`src/rtl/tdc_fine_time_calibrator_core_defines.svh`:
```
// ----------------------------------------------------------------------------
// TDC fine time calibrator: assertion macros
// Shared concurrent assertion forms used at the end of the top level.
// ----------------------------------------------------------------------------
`ifndef TDC_FINE_TIME_CALIBRATOR_CORE_DEFINES_SVH
`define TDC_FINE_TIME_CALIBRATOR_CORE_DEFINES_SVH

// The consequent must hold in the same cycle as the antecedent.
`define TFC_ASSERT_SAME(label, clk, rst, ante, cons, msg) \
   label: assert property (@(posedge clk) disable iff (rst) (ante) |-> (cons)) \
      else $error(msg);

// The consequent must hold in the cycle after the antecedent.
`define TFC_ASSERT_NEXT(label, clk, rst, ante, cons, msg) \
   label: assert property (@(posedge clk) disable iff (rst) (ante) |=> (cons)) \
      else $error(msg);

`endif

```
`src/rtl/tfc_pkg.sv`:
```
`timescale 1ns / 1ps
// ----------------------------------------------------------------------------
// TDC fine time calibrator package
// Codes, widths and the command and status bundles between the controller
// and the datapath.
// ----------------------------------------------------------------------------
package tfc_pkg;

   localparam int CNT_W  = 32;
   localparam int PS_W   = 16;
   localparam int STEP_W = 4;
   localparam logic [STEP_W-1:0] STEP_LAST = 4'd15;

   localparam logic [PS_W-1:0] PERIOD_RESET = 16'd5000;

   localparam logic CSR_MIN_STAT = 1'b0;
   localparam logic CSR_PERIOD   = 1'b1;

   typedef enum logic [1:0] {
      FUNC_HIT  = 2'd0,
      FUNC_CAL  = 2'd1,
      FUNC_READ = 2'd2,
      FUNC_NONE = 2'd3
   } func_type;

   typedef enum logic [1:0] {
      ST_OK    = 2'd0,
      ST_RANGE = 2'd1,
      ST_FEW   = 2'd2,
      ST_UNCAL = 2'd3
   } status_type;

   typedef struct packed {
      logic clr_step;
      logic load_item;
      logic rd_loop;
      logic exec;
      logic bin_clr;
      logic sum_acc;
      logic part_acc;
      logic mul_step;
      logic div_init;
      logic div_step;
      logic cal_write;
      logic res_load;
   } cmd_type;

   typedef struct packed {
      logic clr_last;
      logic cal_go;
      logic bin_last;
      logic step_last;
      logic total_zero;
      logic res_free;
   } stat_type;

endpackage

```
`src/rtl/tfc_ctrl.sv`:
```
`timescale 1ns / 1ps
// ----------------------------------------------------------------------------
// TDC fine time calibrator controller
// Sequences the clearing pass, item execution and the calibration walk.
// ----------------------------------------------------------------------------
module tfc_ctrl import tfc_pkg::*; (
   input  logic     clock,
   input  logic     reset,
   input  logic     req_valid,
   output logic     req_stall,
   input  stat_type st,
   output cmd_type  cmd
);

   typedef enum logic [3:0] {
      S_CLEAR,
      S_IDLE,
      S_EXEC,
      S_SUM_RD,
      S_SUM_ACC,
      S_SUM_CHK,
      S_CAL_RD,
      S_CAL_ACC,
      S_MUL,
      S_DIV_INIT,
      S_DIV,
      S_CAL_WR,
      S_PUT
   } state_type;

   state_type state_ff;
   state_type state_in;
   logic      accept_ok;

   always_comb begin
      accept_ok     = (state_ff == S_IDLE) || ((state_ff == S_PUT) && st.res_free);
      req_stall     = !accept_ok;
      cmd           = '0;
      cmd.load_item = accept_ok && req_valid;
      state_in      = state_ff;
      unique case (state_ff)
         S_CLEAR: begin
            cmd.clr_step = 1'b1;
            if (st.clr_last) state_in = S_IDLE;
         end
         S_IDLE: begin
            if (req_valid) state_in = S_EXEC;
         end
         S_EXEC: begin
            cmd.exec    = 1'b1;
            cmd.bin_clr = 1'b1;
            state_in    = st.cal_go ? S_SUM_RD : S_PUT;
         end
         S_SUM_RD: begin
            cmd.rd_loop = 1'b1;
            state_in    = S_SUM_ACC;
         end
         S_SUM_ACC: begin
            cmd.sum_acc = 1'b1;
            state_in    = st.bin_last ? S_SUM_CHK : S_SUM_RD;
         end
         S_SUM_CHK: begin
            cmd.bin_clr = 1'b1;
            state_in    = st.total_zero ? S_PUT : S_CAL_RD;
         end
         S_CAL_RD: begin
            cmd.rd_loop = 1'b1;
            state_in    = S_CAL_ACC;
         end
         S_CAL_ACC: begin
            cmd.part_acc = 1'b1;
            state_in     = S_MUL;
         end
         S_MUL: begin
            cmd.mul_step = 1'b1;
            if (st.step_last) state_in = S_DIV_INIT;
         end
         S_DIV_INIT: begin
            cmd.div_init = 1'b1;
            state_in     = S_DIV;
         end
         S_DIV: begin
            cmd.div_step = 1'b1;
            if (st.step_last) state_in = S_CAL_WR;
         end
         S_CAL_WR: begin
            cmd.cal_write = 1'b1;
            state_in      = st.bin_last ? S_PUT : S_CAL_RD;
         end
         S_PUT: begin
            if (st.res_free) begin
               cmd.res_load = 1'b1;
               state_in     = req_valid ? S_EXEC : S_IDLE;
            end
         end
         default: state_in = S_IDLE;
      endcase
   end

   always_ff @(posedge clock) begin
      if (reset) begin
         state_ff <= S_CLEAR;
      end else begin
         state_ff <= state_in;
      end
   end

endmodule

```
`config.mk`:
```
export PLATFORM = sky130hd
export DESIGN_NAME = tfc_ctrl
export DESIGN_NICKNAME = d
export VERILOG_FILES = /design/src/rtl/tdc_fine_time_calibrator_core_defines.svh /design/src/rtl/tfc_pkg.sv /design/src/rtl/tfc_ctrl.sv
export SDC_FILE = /design/constraint.sdc
export NUM_CORES = 1
export LEC_CHECK = 0
export ABC_AREA = 1
export ABC_CLOCK_PERIOD_IN_PS = 2000
export BUFFER_PORTS_ARGS = -buffer_cell sky130_fd_sc_hd__clkbuf_2
export CORE_AREA = 4 4 41 43
export CTS_CLUSTER_SIZE = 14
export DETAILED_ROUTE_END_ITERATION = 7
export DIE_AREA = 0 0 45 47
export GPL_ROUTABILITY_DRIVEN = 0
export HOLD_SLACK_MARGIN = 0.03
export PLACE_DENSITY_LB_ADDON = 0.05
export SETUP_SLACK_MARGIN = 0.5
export SYNTH_ARGS = -nofsm -noshare
export SYNTH_HDL_FRONTEND = slang
export SYNTH_SLANG_ARGS = --single-unit
```
`constraint.sdc`:
```
create_clock -name clock -period 2 [get_ports clock]
set_clock_uncertainty 0.05 [all_clocks]
set_input_delay 0.4 -clock clock [delete_from_list [all_inputs] [get_ports clock]]
set_output_delay 0.4 -clock clock [all_outputs]
set_load 0.01 [all_outputs]
```
==> impl_metrics.ini, run 1 <==
[layout]
regMostFlops = state_ff
drive_gt1_share_pct = 60.14
fillerInstances = 120
layout.nets = 149
largest_reg_flops = 4
antenna_cells = 0
final_core_util_pct = 70.77
seqCellArea_um2 = 95.09
reg_top3 = state_ff: 4 flops
areaGrowthSynthToFinish_pct = 77.78
multi_input_area_um2 = 432.9
final_cells = 153

[logic_synthesis]
synth.top_cell.area_share_pct = 19.57
synth_edf_count = 0
yosysSeqAreaShare_pct = 15.46
yosys.cell_count.top_type = nand2_1
yosysWarnings = 0
ys_ff_latch = 4
synth_fp_nets = 107
syn_area_per_cell_um2 = 5.286
synthTopCellsByArea = nand2_1 (20%), dfxtp_1 (15%), inv_1 (11%), nor2_1 (8.7%), nor2_2 (6.0%)
synth_common_cells = nand2_1 (27), inv_1 (15), nor2_1 (12), inv_2 (7), nor2_2 (5)
syn_inst = 98
async_flop_share_pct = 0
ys.flop_type = dfxtp_1
synth_top_area_cell = nand2_1
synth_cell_types = 21
synth_area_um2 = 518.0

[die]
ios = 22
start_util_pct = 39.81
fp.dieH_um = 47
die_area_um2 = 2115
core-area_um2 = 1301
chipWidth_um = 45
row_count = 13

[worst_setup_path]
crit_buf_inv = 3
worst-setup-path-type = reg2out
path_common_cell = nor2_4
rr_endpoint = state_ff[3]$_SDFFE_PP0P_
cp-end-kind = output pin
cp.arrival_ns = 1.20
rrSetupSlack_ns = 0.53
slowest_stage = dfxtp_4
worstRegToRegCells = 9
cpLargestDelayFamily = flip-flops
crit_fanout = 6
crit_path_cell_trace = nor2_4, buf_4, inv_2, nor2_4, clkbuf_2
cp.required_ns = 1.55
regToRegStartpoint = state_ff[0]$_SDFFE_PP0P_
critPathMaxStageDelay_ns = 0.37
startpoint_type = flop

[routing]
wirelength_um = 2079
route.detailed.drc = 0
vias = 771
viasPerCell = 5.039
ant_nets = 0
dr.pass1.iters = 4
wl_per_cell_um = 13.59
drt-initial-drc-count = 27

[clock_network]
clk_pin_slew_worst_paths_ns = 0.04
cts_tree = built
clockBufferDepth = 2
cts-root-buf = clkbuf_4
cts_inserted_buffers = 3
cts.sinks = 4
cts_hold_buf = 0
htree_levels = 1
insertion_delay_ns = 0.24

[placement]
place_inst = 134
port_buffers = 21
dp_hpwl_um = 1229

[global_route]
grt_pass1_wl_um = 2960
grt_pass1_vias = 731
antenna_found_initial = 0
grt.total_usage_pct = 19.98
overflow = 0
grt_max_degree = 7

[job]
maxCapViolCount = 0

[sta]
tns_ns = 0
relSlewSlack_pct = 83.66
min_period_ns = 1.646
timing.hold.ws_ns = 0.3370
hold_viol = 0
finalCritPeriodShare_pct = 82.29
rsz0062_at_grt = yes
report.final.slew_viol_count = 0
fmax_mhz = 607.6
worst_pin_slew_ns = 0.2432
setup_viol = 0

[power_and_ir_drop]
p_total_w = 0.001121
leakage_nw = 0.5331
max-vdd-ir-drop_v = 0.0006660
p_per_area_nw_per_um2 = 1218

[status]
run_status = completed

[min_path]
min_to = state_ff[3]$_SDFFE_PP0P_
hold_depth = 2
hold_path_startpoint = reset
hp-class = in2reg
where the power goes:
group          leakage (nW)  total, W  internal [W]  switching, W
sequential           0.0356  0.000186      0.000122     0.0000646
clock                0.0138  0.000102     0.0000672     0.0000349
combinational         0.484  0.000833      0.000361      0.000472
total                 0.533   0.00112      0.000550      0.000571
how the worst max path moves through the flow:
| stage | from | to | depth (start not counted) |
|---|---|---|---|
| detailed placement | state_ff[2]$_SDFFE_PP0P_ | cmd[10] | 7 |
| floorplan | state_ff[0]$_SDFFE_PP0P_ | cmd[10] | 5 |
| global route | state_ff[3]$_SDFFE_PP0P_ | cmd[10] | 7 |
| global placement | state_ff[2]$_SDFFE_PP0P_ | cmd[10] | 7 |
| CTS | state_ff[2]$_SDFFE_PP0P_ | cmd[10] | 6 |
| finish | state_ff[1]$_SDFFE_PP0P_ | cmd[6] | 5 |
layout make-up:
class                           instances  area share (%)
Inverter                               24           11.14
Timing Repair Buffer                   37           27.04
Sequential cell                         4           10.33
Clock buffer                            3           2.446
Multi-Input combinational cell         70           47.01
Tap cell                               15           2.038
through the flow:
stage               area, um^2  setup slack [ns]
finish                   920.9            0.3543
global route             920.9            0.2878
CTS                      808.3            0.3479
detailed placement       648.1            0.4309
global placement         648.1            0.4490
floorplan                524.3            0.5447
what timing repair did:
| item | in CTS | in global routing |
|---|---|---|
| resized for setup | 25 | 26 |
| setup buffers | 9 | 7 |
| setup endpoints to repair | 13 | 13 |
| pin swaps | 3 | 7 |
logic make-up after synthesis:
| family | after synthesis | synth area share (%) |
|---|---|---|
| simple gates | 58 | 52.66 |
| buf+inv | 24 | 17.39 |
| flops | 4 | 15.46 |
| compound gates | 12 | 14.49 |
metal layers:
| layer | track usage (%) | routed length (um) | part of all wire [%] | up-vias |
|---|---|---|---|---|
| li1 | - | - | - | 375 |
| met4 | 14.62 | 102 | 4.9 | 0 |
| met1 | 20.91 | 826 | 40 | 341 |
| met5 | 0 | 0 | 0 | - |
| met3 | 5.364 | 153 | 7.4 | 13 |
| met2 | 34.46 | 996 | 48 | 42 |
layout by cell type (no fill, tap or decap):
master,instances
nand2_2,9
nor2_1,9
inv_4,3
dfxtp_4,4
nor3_1,3
nand3b_1,1
nor2_2,3
nand4_1,1
buf_6,5
clkbuf_4,3
o21ai_0,2
clkbuf_2,13
a21oi_1,1
inv_1,14
nand3_2,1
a31oi_1,1
o21ai_2,3
a21oi_2,2
buf_2,6
clkinv_4,1
nand2_4,4
o21ai_1,2
inv_2,6
nand2_1,17
nor2_4,7
o21bai_1,1
buf_4,13
nand3_1,3
Power figures use the tool's default switching activity.
==> run 2, diff against run 1 <==
--- a/config.mk
+++ b/config.mk
@@ -6,7 +6,7 @@
 export NUM_CORES = 1
 export LEC_CHECK = 0
 export ABC_AREA = 1
-export ABC_CLOCK_PERIOD_IN_PS = 2000
+export ABC_CLOCK_PERIOD_IN_PS = 1600
 export BUFFER_PORTS_ARGS = -buffer_cell sky130_fd_sc_hd__clkbuf_2
 export CORE_AREA = 4 4 41 43
 export CTS_CLUSTER_SIZE = 14
==> constraint.sdc (replaced) <==
create_clock -name clock -period 1.6 [get_ports clock]
set_clock_uncertainty 0.05 [all_clocks]
set_input_delay 0.32 -clock clock [delete_from_list [all_inputs] [get_ports clock]]
set_output_delay 0.32 -clock clock [all_outputs]
set_load 0.01 [all_outputs]
==> run 2 against run 1 <==
  * Clock power is 36% higher
  * Routed wire length shrank 14%
  * Hold slack worse by 0.092 ns
  * Sequential share of layout area barely moved
  * Setup slack got worse by 0.32 ns
  * Critical path depth up 2
  * Non-clock buffer count shrank 2
  * Critical endpoint is now cmd[10]
  * Power is 31% higher
==> impl_metrics.ini, run 2 (synthesis gave the netlist of run 1 again) <==
[die]
row_count = 13
chipWidth_um = 45
die_area_um2 = 2115
fp.dieH_um = 47
core-area_um2 = 1301
ios = 22
start_util_pct = 39.81

[layout]
layout.nets = 147
reg_top3 = state_ff: 4 flops
final_common_cell = nand2_1
seqCellArea_um2 = 95.09
areaGrowthSynthToFinish_pct = 78.02
multi_input_area_um2 = 431.7
regMostFlops = state_ff
antenna_cells = 0
fillerInstances = 114
drive_gt1_share_pct = 60.58
largest_reg_flops = 4
layout_common_cells = nand2_1 (17), clkbuf_2 (14), inv_1 (13)

[global_route]
top_usage_layer = met2
overflow = 0
met2_usage_pct = 33.33
antenna_found_initial = 0
grt_pass1_wl_um = 2884
grt_pass1_vias = 692
grt_use_met3_pct = 4.981
grt_max_degree = 7
grt.total_usage_pct = 19.02
use_met1_pct = 22.90

[routing]
viasPerCell = 4.711
wl_per_cell_um = 11.70
vias = 716
dr.pass1.iters = 4
route.detailed.drc = 0
drt-initial-drc-count = 12
wirelength_um = 1779
ant_nets = 0

[sta]
report.final.slew_viol_count = 0
rsz0062_at_grt = yes
finalCritPeriodShare_pct = 97.95
worst_pin_slew_ns = 0.2304
final.setup.worst_slack_ns = 0.03282
setup_viol = 0
hold_viol = 0
min_period_ns = 1.567
fmax_mhz = 638.1
relSlewSlack_pct = 84.52
timing.hold.ws_ns = 0.2452

[worst_setup_path]
cp.required_ns = 1.23
rrSetupSlack_ns = 0.19
regToRegStartpoint = state_ff[1]$_SDFFE_PP0P_
cp-end-kind = output pin
cp.arrival_ns = 1.20
crit_fanout = 6
startpoint_type = flop
worstRegToRegCells = 10
rr_endpoint = state_ff[1]$_SDFFE_PP0P_
worst-setup-path-type = reg2out

[min_path]
hp-class = in2reg
hold_path_startpoint = reset
min_to = state_ff[1]$_SDFFE_PP0P_
hold_depth = 2

[placement]
port_buffers = 21
dp_hpwl_um = 1296
pre_cts_ws_ns = 0.1877

[clock_network]
htree_levels = 1
cts_tree = built
cts.sinks = 4
cts_hold_buf = 0
clk_pin_slew_worst_paths_ns = 0.04
clockBufferDepth = 2
cts-root-buf = clkbuf_4
insertion_delay_ns = 0.24
cts_inserted_buffers = 3

[power_and_ir_drop]
p_per_area_nw_per_um2 = 1590
max-vdd-ir-drop_v = 0.001060
leakage_nw = 0.5152

[status]
run_status = completed

[job]
maxCapViolCount = 0
## run 2: critical path, stage by stage (launching register included)
cell     delay, ns
dfxtp_4       0.41
inv_2         0.06
nor2_4        0.11
nand2_2       0.06
o21ai_1       0.07
inv_1         0.07
nor2_2        0.06
buf_2         0.12
## run 2: stage by stage
step | TNS (ns) | util (%) | power (W) | instances | area [um^2]
final | 0 | 70.87 | 0.001466 | 152 | 922.1
after global routing | -0.04330 | 70.87 | 0.001583 | 152 | 922.1
after CTS | 0 | 65.58 | 0.001351 | 151 | 853.3
after detailed placement | 0 | 52.69 | 0.0009683 | 136 | 685.7
after global placement | 0 | 52.69 | 0.0009708 | 136 | 685.7
after floorplan | 0 | - | 0.0007184 | 98 | 546.8
## run 2: cell type report
cell class,count,area share (%)
clock buffer,4,2.849
multi-input combinational,70,46.81
sequential,4,10.31
inverter,24,10.85
timing repair buffer,35,27.14
tap,15,2.035
## run 2: routing by layer
metal | vias up | routed length, um
met4 | 0 | 40
li1 | 378 | -
met5 | - | 0
met3 | 7 | 116
met1 | 305 | 751
met2 | 26 | 871
## run 2: worst max path at each step
stage          slack [ns]                      from       to
6_report             0.03  state_ff[0]$_SDFFE_PP0P_  cmd[10]
5_1_grt             -0.04  state_ff[0]$_SDFFE_PP0P_  cmd[10]
4_1_cts              0.02  state_ff[0]$_SDFFE_PP0P_  cmd[10]
3_5_place_dp         0.19  state_ff[0]$_SDFFE_PP0P_  cmd[10]
3_3_place_gp         0.18  state_ff[0]$_SDFFE_PP0P_  cmd[10]
2_1_floorplan        0.28  state_ff[1]$_SDFFE_PP0P_  cmd[10]
## run 2: what timing repair did
action                                  CTS  global route
endpoints found under the setup margin   17            17
pin swaps                                 9             5
buffers inserted                         11             1
endpoints found under the hold margin     0             0
gates resized for setup                  20            23
## run 2: report_power, final
part           switching (W)  internal (W)  leakage, nW
Clock              0.0000453     0.0000938       0.0150
Sequential         0.0000896      0.000152       0.0356
Combinational       0.000584      0.000501        0.465
Total               0.000719      0.000747        0.515
==> run 3, diff against run 2 <==
--- a/config.mk
+++ b/config.mk
@@ -9,12 +9,13 @@
 export ABC_CLOCK_PERIOD_IN_PS = 1600
 export BUFFER_PORTS_ARGS = -buffer_cell sky130_fd_sc_hd__clkbuf_2
 export CORE_AREA = 4 4 41 43
+export CTS_BUF_LIST = sky130_fd_sc_hd__clkbuf_4 sky130_fd_sc_hd__clkbuf_8 sky130_fd_sc_hd__clkbuf_16
 export CTS_CLUSTER_SIZE = 14
 export DETAILED_ROUTE_END_ITERATION = 7
 export DIE_AREA = 0 0 45 47
 export GPL_ROUTABILITY_DRIVEN = 0
 export HOLD_SLACK_MARGIN = 0.03
-export PLACE_DENSITY_LB_ADDON = 0.05
+export PLACE_DENSITY_LB_ADDON = 0.2
 export SETUP_SLACK_MARGIN = 0.5
 export SYNTH_ARGS = -nofsm -noshare
 export SYNTH_HDL_FRONTEND = slang
==> run 3 against run 2 <==
  * Clock power grew 11%
  * Cell area grew 10%
  * Setup slack lost 0.022 ns
  * Power grew 9.3%
  * Register-to-register slack lost 0.09 ns
  * Non-clock buffer count grew 6
  * Die area is the same
  * First-iteration DRC count grew 92%
  * Critical path type unchanged
  * Critical endpoint unchanged
  * Largest power group unchanged
  * Critical path depth is the same
==> impl_metrics.ini, run 3 (synthesis gave the netlist of run 1 again) <==
[status]
run_status = completed

[worst_setup_path]
cp.required_ns = 1.23
cp-end-kind = output pin
startpoint_type = flop
crit_fanout = 5
worstRegToRegCells = 10
cp.arrival_ns = 1.22
worst-setup-path-type = reg2out
regToRegStartpoint = state_ff[0]$_SDFFE_PP0P_
cp-startpoint = state_ff[3]$_SDFFE_PP0P_

[sta]
min_period_ns = 1.590
finalCritPeriodShare_pct = 99.35
worst_pin_slew_ns = 0.2295
timing.hold.ws_ns = 0.2429
fmax_mhz = 629.1
rsz0062_at_grt = yes
tns_ns = 0
setup_viol = 0
report.final.slew_viol_count = 0
relSlewSlack_pct = 84.58
hold_viol = 0

[clock_network]
htree_levels = 1
clockBufferDepth = 2
clk_pin_slew_worst_paths_ns = 0.04
cts-root-buf = clkbuf_4
insertion_delay_ns = 0.23
cts.sinks = 4
cts_tree = built
cts_inserted_buffers = 3

[routing]
dr.pass1.iters = 4
route.detailed.drc = 0
ant_nets = 0
wirelength_um = 2065
vias = 818
wl_per_cell_um = 13.07
drt-initial-drc-count = 23
viasPerCell = 5.177

[min_path]
hold_depth = 2
hold_path_startpoint = reset
hp-class = in2reg

[power_and_ir_drop]
p_total_w = 0.001602
leakage_nw = 0.5591
p_per_area_nw_per_um2 = 1573
max-vdd-ir-drop_v = 0.0009610

[die]
fp.dieH_um = 47
start_util_pct = 39.81
ios = 22
core-area_um2 = 1301
die_area_um2 = 2115
chipWidth_um = 45
row_count = 13

[layout]
antenna_cells = 0
reg_top3 = state_ff: 4 flops
final_common_cell = buf_4
layout_common_cells = buf_4 (17), inv_1 (14), nand2_1 (14)
regMostFlops = state_ff
drive_gt1_share_pct = 67.83
areaGrowthSynthToFinish_pct = 96.62
final_cells = 158
largest_reg_flops = 4
final_core_util_pct = 78.27
layout.nets = 153
fillerInstances = 99

[global_route]
grt_pass1_vias = 723
overflow = 0
grt.total_usage_pct = 20.77
grt_pass1_wl_um = 3194
grt_max_degree = 6
antenna_found_initial = 0

[job]
maxCapViolCount = 0

[placement]
port_buffers = 21
dp_hpwl_um = 1230
place_inst = 135
-- run 3: cell count changes in the layout (fill, tap and decap cells not counted), moves of 2 or more --
cell / delta
nand2_1: -3
inv_2: +2
clkinv_2: -2
buf_2: +4
nand2_2: +2
inv_4: -2
o21ai_2: +2
clkbuf_2: -4
nor2_4: +3
nor2_2: -2
buf_4: +7
-- run 3: worst paths after layout --
| check | endpoint | slack, ns |
|---|---|---|
| max | cmd[10] | 0.01 |
| min | state_ff[1]$_SDFFE_PP0P_ | 0.24 |
| max reg2reg | state_ff[1]$_SDFFE_PP0P_ | 0.10 |
| min reg2reg | state_ff[2]$_SDFFE_PP0P_ | 0.67 |
-- run 3: through the flow --
stage	setup slack [ns]	area (um^2)
global route	-0.05471	1018
global placement	0.1923	678.2
CTS	0.05076	865.8
finish	0.01044	1018
detailed placement	0.1852	678.2
floorplan	0.2750	546.8
-- run 3: repair_timing --
item | 4_1_cts | 5_1_grt
hold buffers | 0 | 0
gates resized for setup | 20 | 38
pin swaps | 10 | 15
gates cloned | 0 | 0
endpoints found under the setup margin | 17 | 17
buffers inserted | 12 | 7
-- run 3: area by class of cell --
class | count | area (um^2) | area share [%]
Timing Repair Buffer | 41 | 291.5 | 28.62
Multi-Input combinational cell | 70 | 485.5 | 47.67
Clock buffer | 4 | 30.03 | 2.948
Sequential cell | 4 | 95.09 | 9.337
Inverter | 24 | 97.59 | 9.582
Tap cell | 15 | 18.77 | 1.843
-- run 3: where the power goes --
group / internal, W / switching [W] / total, W
Clock: 0.000111 / 0.0000431 / 0.000154
Sequential: 0.000152 / 0.0000809 / 0.000233
Combinational: 0.000565 / 0.000650 / 0.00122
-- run 3: worst max-delay path, cell delays in order, from the launching register on --
cell      delay (ns)
dfxtp_4         0.39
nand2_4         0.07
clkinv_4        0.07
nand2_2         0.06
o21ai_1         0.13
inv_1           0.07
nor2_2          0.07
buf_2           0.12
-- run 3: metal layers --
metal | vias up | GRT usage [%] | part of all wire [%]
met4 | 0 | 1.754 | 2.5
met2 | 39 | 38.42 | 51
met1 | 381 | 26.14 | 39
met5 | - | 0 | 0
li1 | 388 | - | -
met3 | 10 | 3.448 | 7.3
